**src/rtl/tzr_pkg.sv**
```systemverilog
// Package: shared types, codes and constants of the triangle z-buffer rasterizer.
`default_nettype none
package tzr_pkg;

  localparam int IMAGE_SIZE_DEF    = 256;
  localparam int MAX_VERTICES_DEF  = 4096;
  localparam int MAX_TRIANGLES_DEF = 8192;

  localparam int E_W    = 40;
  localparam int D_W    = 18;
  localparam int CO_W   = 13;
  localparam int W_W    = 17;
  localparam int STEP_W = 5;

  localparam logic signed [15:0] DEPTH_MIN  = 16'sh8000;
  localparam logic signed [13:0] OWNER_NONE = -14'sd1;
  localparam logic [W_W-1:0]     ONE_Q16    = 17'h10000;

  localparam logic [STEP_W-1:0] FETCH_LAST = 5'd3;
  localparam logic [STEP_W-1:0] SETUP_LAST = 5'd8;
  localparam logic [STEP_W-1:0] DIV_LAST   = 5'd16;
  localparam logic [STEP_W-1:0] MAC_LAST   = 5'd3;

  typedef enum logic [1:0] {
    OP_WRITE_VTX = 2'd0,
    OP_DRAW      = 2'd1,
    OP_READ      = 2'd2,
    OP_CLEAR     = 2'd3
  } tzr_op_e;

  typedef enum logic [3:0] {
    S_INIT, S_IDLE, S_FETCH, S_SETUP, S_CHECK, S_TEST, S_DIV,
    S_MAC, S_WRITE, S_ADV, S_READ, S_CLEAR, S_DONE
  } tzr_state_e;

  typedef struct packed {
    logic accept;
    logic fetch;
    logic setup;
    logic test;
    logic div;
    logic mac;
    logic write;
    logic adv;
    logic clear;
    logic out_load;
    logic step_clr;
  } tzr_cmd_t;

  typedef struct packed {
    logic [STEP_W-1:0] step;
    logic tri_bad;
    logic area_zero;
    logic box_empty;
    logic covered;
    logic x_last;
    logic y_last;
    logic clr_last;
    logic out_busy;
  } tzr_sts_t;

endpackage
`default_nettype wire

```
**src/rtl/tzr_ctrl.sv**
```systemverilog
// Controller: sequences vertex fetch, setup, pixel walk, clear sweep and response.
`default_nettype none
module tzr_ctrl (
  input  wire logic              clk_i,
  input  wire logic              rst_ni,
  input  wire logic              req_valid_i,
  input  wire logic [1:0]        req_op_i,
  output logic                   req_ready_o,
  input  wire tzr_pkg::tzr_sts_t sts_i,
  output tzr_pkg::tzr_cmd_t      cmd_o
);
  import tzr_pkg::*;

  tzr_state_e state_q, state_d;

  always_ff @(posedge clk_i or negedge rst_ni) begin
    if (!rst_ni) begin
      state_q <= S_INIT;
    end else begin
      state_q <= state_d;
    end
  end

  always_comb begin
    state_d = state_q;
    unique case (state_q)
      S_INIT:  if (sts_i.clr_last) state_d = S_IDLE;
      S_IDLE: begin
        if (req_valid_i) begin
          unique case (tzr_op_e'(req_op_i))
            OP_WRITE_VTX: state_d = S_DONE;
            OP_DRAW:      state_d = S_FETCH;
            OP_READ:      state_d = S_READ;
            OP_CLEAR:     state_d = S_CLEAR;
          endcase
        end
      end
      S_FETCH: if (sts_i.step == FETCH_LAST) state_d = sts_i.tri_bad ? S_DONE : S_SETUP;
      S_SETUP: if (sts_i.step == SETUP_LAST) state_d = S_CHECK;
      S_CHECK: state_d = (sts_i.area_zero || sts_i.box_empty) ? S_DONE : S_TEST;
      S_TEST:  state_d = sts_i.covered ? S_DIV : S_ADV;
      S_DIV:   if (sts_i.step == DIV_LAST) state_d = S_MAC;
      S_MAC:   if (sts_i.step == MAC_LAST) state_d = S_WRITE;
      S_WRITE: state_d = S_ADV;
      S_ADV:   state_d = (sts_i.x_last && sts_i.y_last) ? S_DONE : S_TEST;
      S_READ:  state_d = S_DONE;
      S_CLEAR: if (sts_i.clr_last) state_d = S_DONE;
      S_DONE:  if (!sts_i.out_busy) state_d = S_IDLE;
      default: state_d = S_INIT;
    endcase
  end

  always_comb begin
    cmd_o          = '0;
    req_ready_o    = state_q == S_IDLE;
    cmd_o.accept   = (state_q == S_IDLE) && req_valid_i;
    cmd_o.fetch    = state_q == S_FETCH;
    cmd_o.setup    = state_q == S_SETUP;
    cmd_o.test     = state_q == S_TEST;
    cmd_o.div      = state_q == S_DIV;
    cmd_o.mac      = state_q == S_MAC;
    cmd_o.write    = state_q == S_WRITE;
    cmd_o.adv      = state_q == S_ADV;
    cmd_o.clear    = (state_q == S_INIT) || (state_q == S_CLEAR);
    cmd_o.out_load = (state_q == S_DONE) && !sts_i.out_busy;
    cmd_o.step_clr = state_d != state_q;
  end

endmodule
`default_nettype wire
```
**config.mk**
```make
export PLATFORM = sky130hd
export DESIGN_NAME = tzr_ctrl
export DESIGN_NICKNAME = d
export VERILOG_FILES = /design/src/rtl/tzr_pkg.sv /design/src/rtl/tzr_ctrl.sv
export SDC_FILE = /design/constraint.sdc
export NUM_CORES = 1
export LEC_CHECK = 0
export ABC_AREA = 1
export BUFFER_PORTS_ARGS = -buffer_cell sky130_fd_sc_hd__buf_2
export CAP_MARGIN = 25
export CORE_MARGIN = 10
export CORE_UTILIZATION = 46
export CTS_CLUSTER_SIZE = 30
export DETAILED_ROUTE_END_ITERATION = 10
export GPL_TIMING_DRIVEN = 0
export PLACE_DENSITY = 0.78
export SKIP_LAST_GASP = 1
export SYNTH_ARGS = -nofsm -noshare
export SYNTH_HDL_FRONTEND = slang
export SYNTH_SLANG_ARGS = --single-unit
```
**constraint.sdc**
```tcl
create_clock -name clk_i -period 2.65 [get_ports clk_i]
set_input_delay 0.795 -clock clk_i [delete_from_list [all_inputs] [get_ports clk_i]]
set_output_delay 0.795 -clock clk_i [all_outputs]
set_load 0.005 [all_outputs]
```
==> Yosys cells after proc, flatten, opt, wreduce, memory -nomap -nowiden <==
Index checks and enable logic that the tools add are counted.
W data, S select, Z words.
{ "word_totals": {"word_cells": 42, "out_inout_bits": 12, "ff_bits": 4, "inputBits": 18} }
{ "op_classes": {"muxes": 14, "n_eq_ne": 19, "n_reduce_logical": 8} }
{ "op_table": {"columns": ["operator", "count"], "rows": [
  ["$pmux W4 S13", 1],
  ["$mux W4", 12],
  ["$eq A4 B4 Y1 const B", 5],
  ["$eq A4 B3 Y1 const B", 4],
  ["$pmux W4 S4", 1],
  ["$eq A4 B2 Y1 const B", 2],
  ["$eq A5 B2 Y1 const B", 1],
  ["$eq A5 B4 Y1 const B", 1],
  ["$eq A5 B5 Y1 const B", 1],
  ["$eq A2 B2 Y1 const B", 2],
  ["$eq A4 B1 Y1 const B", 1],
  ["$logic_not A4 Y1", 1],
  ["$ne A4 B4 Y1", 1],
  ["$logic_and A1 B1 Y1", 3],
  ["$eq A2 B1 Y1 const B", 1],
  ["$logic_not A2 Y1", 1],
  ["$logic_or A1 B1 Y1", 2],
  ["$logic_not A1 Y1", 1]
]} }

==> Depth between registers and ports, before layout <==
{ "logic_depth": {"depth_word": 5, "depth_mapped": 13, "mapped_depth_nobuf": 13} }

==> Least setup slack after synthesis <==
OpenSTA, ideal clock, no wires.
{ "synth_timing": {"path_type": "input to output", "startpoint": "input sts_i[11] (netlist name)", "endpoint": "output cmd_o[0] (netlist name)", "path_stages": 10, "setup_slack_ns": 0.130, "t_arrival_ns": 1.725, "t_required_ns": 1.855, "path_buffers": 0, "path_cell_list": "nor2_1 -> nand3_1 -> nand2_2 -> o21ai_1 -> nor2_1 -> nand3_2 -> nand2_1 -> nand2_1 -> nor2_1 -> nand2_1"} }
{ "synth_lines": {"columns": ["item", "line_no", "rtl"], "rows": [
  ["from (decl)", "tzr_ctrl.sv:9", "input wire tzr_pkg::tzr_sts_t sts_i,"],
  ["to (decl)", "tzr_ctrl.sv:10", "output tzr_pkg::tzr_cmd_t cmd_o"]
]} }

==> results.sh <==
export IMPL_via_per_inst=5.13
export IMPL_ys_types=18
export IMPL_grt_busiest_layer="met2"
export IMPL_grt_pass1_wl_um=3940
export IMPL_placedInstanceArea_sq_um=865
export IMPL_grt_util_all_layers_pct=13.5
export IMPL_seq_area_frac_synth_pct=14.3
export IMPL_p_leak_nw=0.572
export IMPL_drv_slew=0
export IMPL_path_cells="buf_2 -> nor2_4 -> nand3_2 -> nand2_2 -> inv_1 -> nor2_2 -> nand3_2 -> nand2_1 -> nand2_1 -> nor2_1 -> nand2_1 -> buf_2"
export IMPL_post_place_ws_ns=-0.273
export IMPL_grt_use_met2_pct=24.5
export IMPL_cp_data_arrival_time_ns=1.93
export IMPL_die_height_um=59.0
export IMPL_grt_util_met1_pct=14.7
export IMPL_synth_area_sq_um=699
export IMPL_syn_to_final_growth_pct=31.1
export IMPL_r2r_cells=6
export IMPL_clk_latency_ns=0.24
export IMPL_status="complete, but fails checks"
export IMPL_row_count=14
export IMPL_use_met3_pct=2.79
export IMPL_synth_async_reset_ratio_pct=100
export IMPL_yosys_most_used_dff="dfrtp_1"
export IMPL_cts_root_buf="clkbuf_4"
export IMPL_failed_checks="negative setup slack"
export IMPL_buffer_ports_inserted=29
export IMPL_initial_utilization_pct=47.5
export IMPL_r2r_start="state_q[1]"
export IMPL_pin_count=30
export IMPL_hold_viol_final=0
export IMPL_max_cap_violations=0
export IMPL_nFillCells=139
export IMPL_cts_buffers=3
export IMPL_vias=923
export IMPL_drc=0
export IMPL_setup_viol=1
export IMPL_fmax_ghz=0.366
export IMPL_rsz0062_at_grt="true"
export IMPL_ir_drop_mv=0.447
export IMPL_cp_max_fo=5
export IMPL_clk_pin_slew_ns=0.04
export IMPL_synth_common_cells="36 x nand2_1, 18 x nor2_1, 15 x inv_1, 12 x nand3_1, 11 x nand2_2"
export IMPL_routed_wl_um=2190
export IMPL_fin_util_pct=62.3
export IMPL_clock_sinks=4
export IMPL_ys_seq_elements=4
export IMPL_largest_register_ffs=4
export IMPL_grt_max_degree=8
export IMPL_min_path_type="primary input to async pin"
export IMPL_worstMarginPinSlew_ns=0.309
export IMPL_drt_initial_drc_count=32
export IMPL_power_switching_uw=477
export IMPL_hold_buffers=0
export IMPL_regMostFlops="state_q"
export IMPL_netlist_instances=131
export IMPL_p_seq_share_pct=17.7
export IMPL_fin_nets=184
export IMPL_core_area_sq_um=1470
export IMPL_cts_tree="yes"
export IMPL_grt_overflow_total=0
export IMPL_die_w_um=59.0
export IMPL_cpPeakStageDelay_ns=0.14
export IMPL_synth_edf_count=0
export IMPL_postRouteAntennaNets=0
export IMPL_sw_frac_of_total_pct=56.1
export IMPL_yosysMostFrequentCell="nand2_1"
export IMPL_fin_crit_sh_pct=103
export IMPL_finalClockSkew_ns=0.00270
export IMPL_final_layout_size_suffix_gt1_share_pct=42.7
export IMPL_hpwl_um=1900
export IMPL_power_frac_clock_pct=9.1
export IMPL_grt_pass1_vias=971
export IMPL_powerDensity_nw_per_um2=928
export IMPL_fin_area_sq_um=917
export IMPL_yosysTopAreaCellShare_pct=19.3
export IMPL_period_needed_ns=2.73
export IMPL_yosysWarnings=0
export IMPL_internal_power_uw=374
export IMPL_syn_nets=149
export IMPL_crit_slowest_cell="nor2_2"
export IMPL_cts_max_level=1
export IMPL_p_comb_share_pct=73.3
export IMPL_critical_path_class="primary input to output pin"
export IMPL_syn_avg_cell_area_sq_um=5.34
export IMPL_cpMostUsedCell="nand2_1"
export IMPL_required_ns=1.86
export IMPL_routabilityCongestion=0.860
export IMPL_antenna_found_initial=0
export IMPL_fin_ws_ns=-0.0799
export IMPL_antenna_cells=0
export IMPL_largestRegisters="state_q (4)"
export IMPL_clockBufferDepth=2
export IMPL_critPathLaunchType="primary input"
export IMPL_crit_path_end_kind="output pin"
export IMPL_slew_headroom_pct=79.4
export IMPL_drt_pass1_iterations=6
export IMPL_crit_path_start="sts_i[11]"
export IMPL_dieArea_sq_um=3480
export IMPL_avgRoutedWirePerCell_um=12.2
export IMPL_yosys_area_top_type="nand2_1"
export IMPL_synth_area_leaders="nand2_1 19%, dfrtp_1 14%, nand2_2 9.8%"
worst max-delay path: cells and delay by family:
family / cells / cell delay, ns
buffers and inverters: 3 / 0.30
AND/OR/NAND/NOR: 9 / 0.85
cells by family (layout without fill, tap and decap cells):
logic type,after synthesis,after routing,share of synthesized area (%)
AND/OR/NAND/NOR,96,96,65.7
buffers and inverters,23,56,12.3
AO/OA/AOI/OAI,8,8,7.69
flip-flops,4,4,14.3
cell usage in the layout (no fill, tap or decap), types with 4 or more instances in the layout:
cell type,instances
buf_2,29
dfrtp_1,4
inv_1,14
inv_2,8
nand2_1,36
nand2_2,11
nand3_1,11
nand4_1,5
nor2_1,13
nor2_2,13
metrics by stage:
step / hold slack [ns] / TNS (ns) / power (mW) / instances
finish: 0.352 / -0.0799 / 0.851 / 180
global placement: 0.603 / -0.253 / 0.746 / 176
detailed placement: 0.603 / -0.273 / 0.763 / 176
CTS: 0.352 / -0.0923 / 0.847 / 180
global route: 0.359 / -0.249 / 0.966 / 180
floorplan: 0.499 / 0 / 0.590 / 131
power groups by stage:
stage	clock [mW]	sequential [mW]	combinational, mW
global placement	0	0.148	0.599
detailed placement	0	0.149	0.614
floorplan	0	0.135	0.455
CTS	0.0787	0.148	0.620
global route	0.0814	0.155	0.730
finish	0.0774	0.150	0.623
layout make-up:
| cell class | instances | area (sq um) | area share [%] |
|---|---|---|---|
| Clock buffer | 3 | 22.5 | 2.46 |
| Inverter | 23 | 86.3 | 9.41 |
| Multi-Input combinational cell | 104 | 536 | 58.4 |
| Sequential cell | 4 | 100 | 10.9 |
| Tap cell | 16 | 20.0 | 2.18 |
| Timing Repair Buffer | 30 | 153 | 16.6 |
path summary, 6_finish.rpt:
kind	endpoint	slack (ns)
max	cmd_o[0]	-0.08
min	state_q[3]	0.35
max reg2reg	state_q[2]	1.26
min reg2reg	state_q[0]	0.81
max in group asynchronous	state_q[1]	2.18
min in group clk_i	state_q[0]	0.81
repair_timing:
item	CTS	global route
pin swaps	2	1
gates cloned	0	0
resized for setup	5	3
buffers inserted	1	0
endpoints found under the setup margin	1	1
metal layers:
layer  share of wire [%]  routed length, um
met5                   0                  0
met4                 2.8                 61
met3                 7.2                157
met2                  48               1050
met1                  42                920
(Power assumes the default switching activity.)
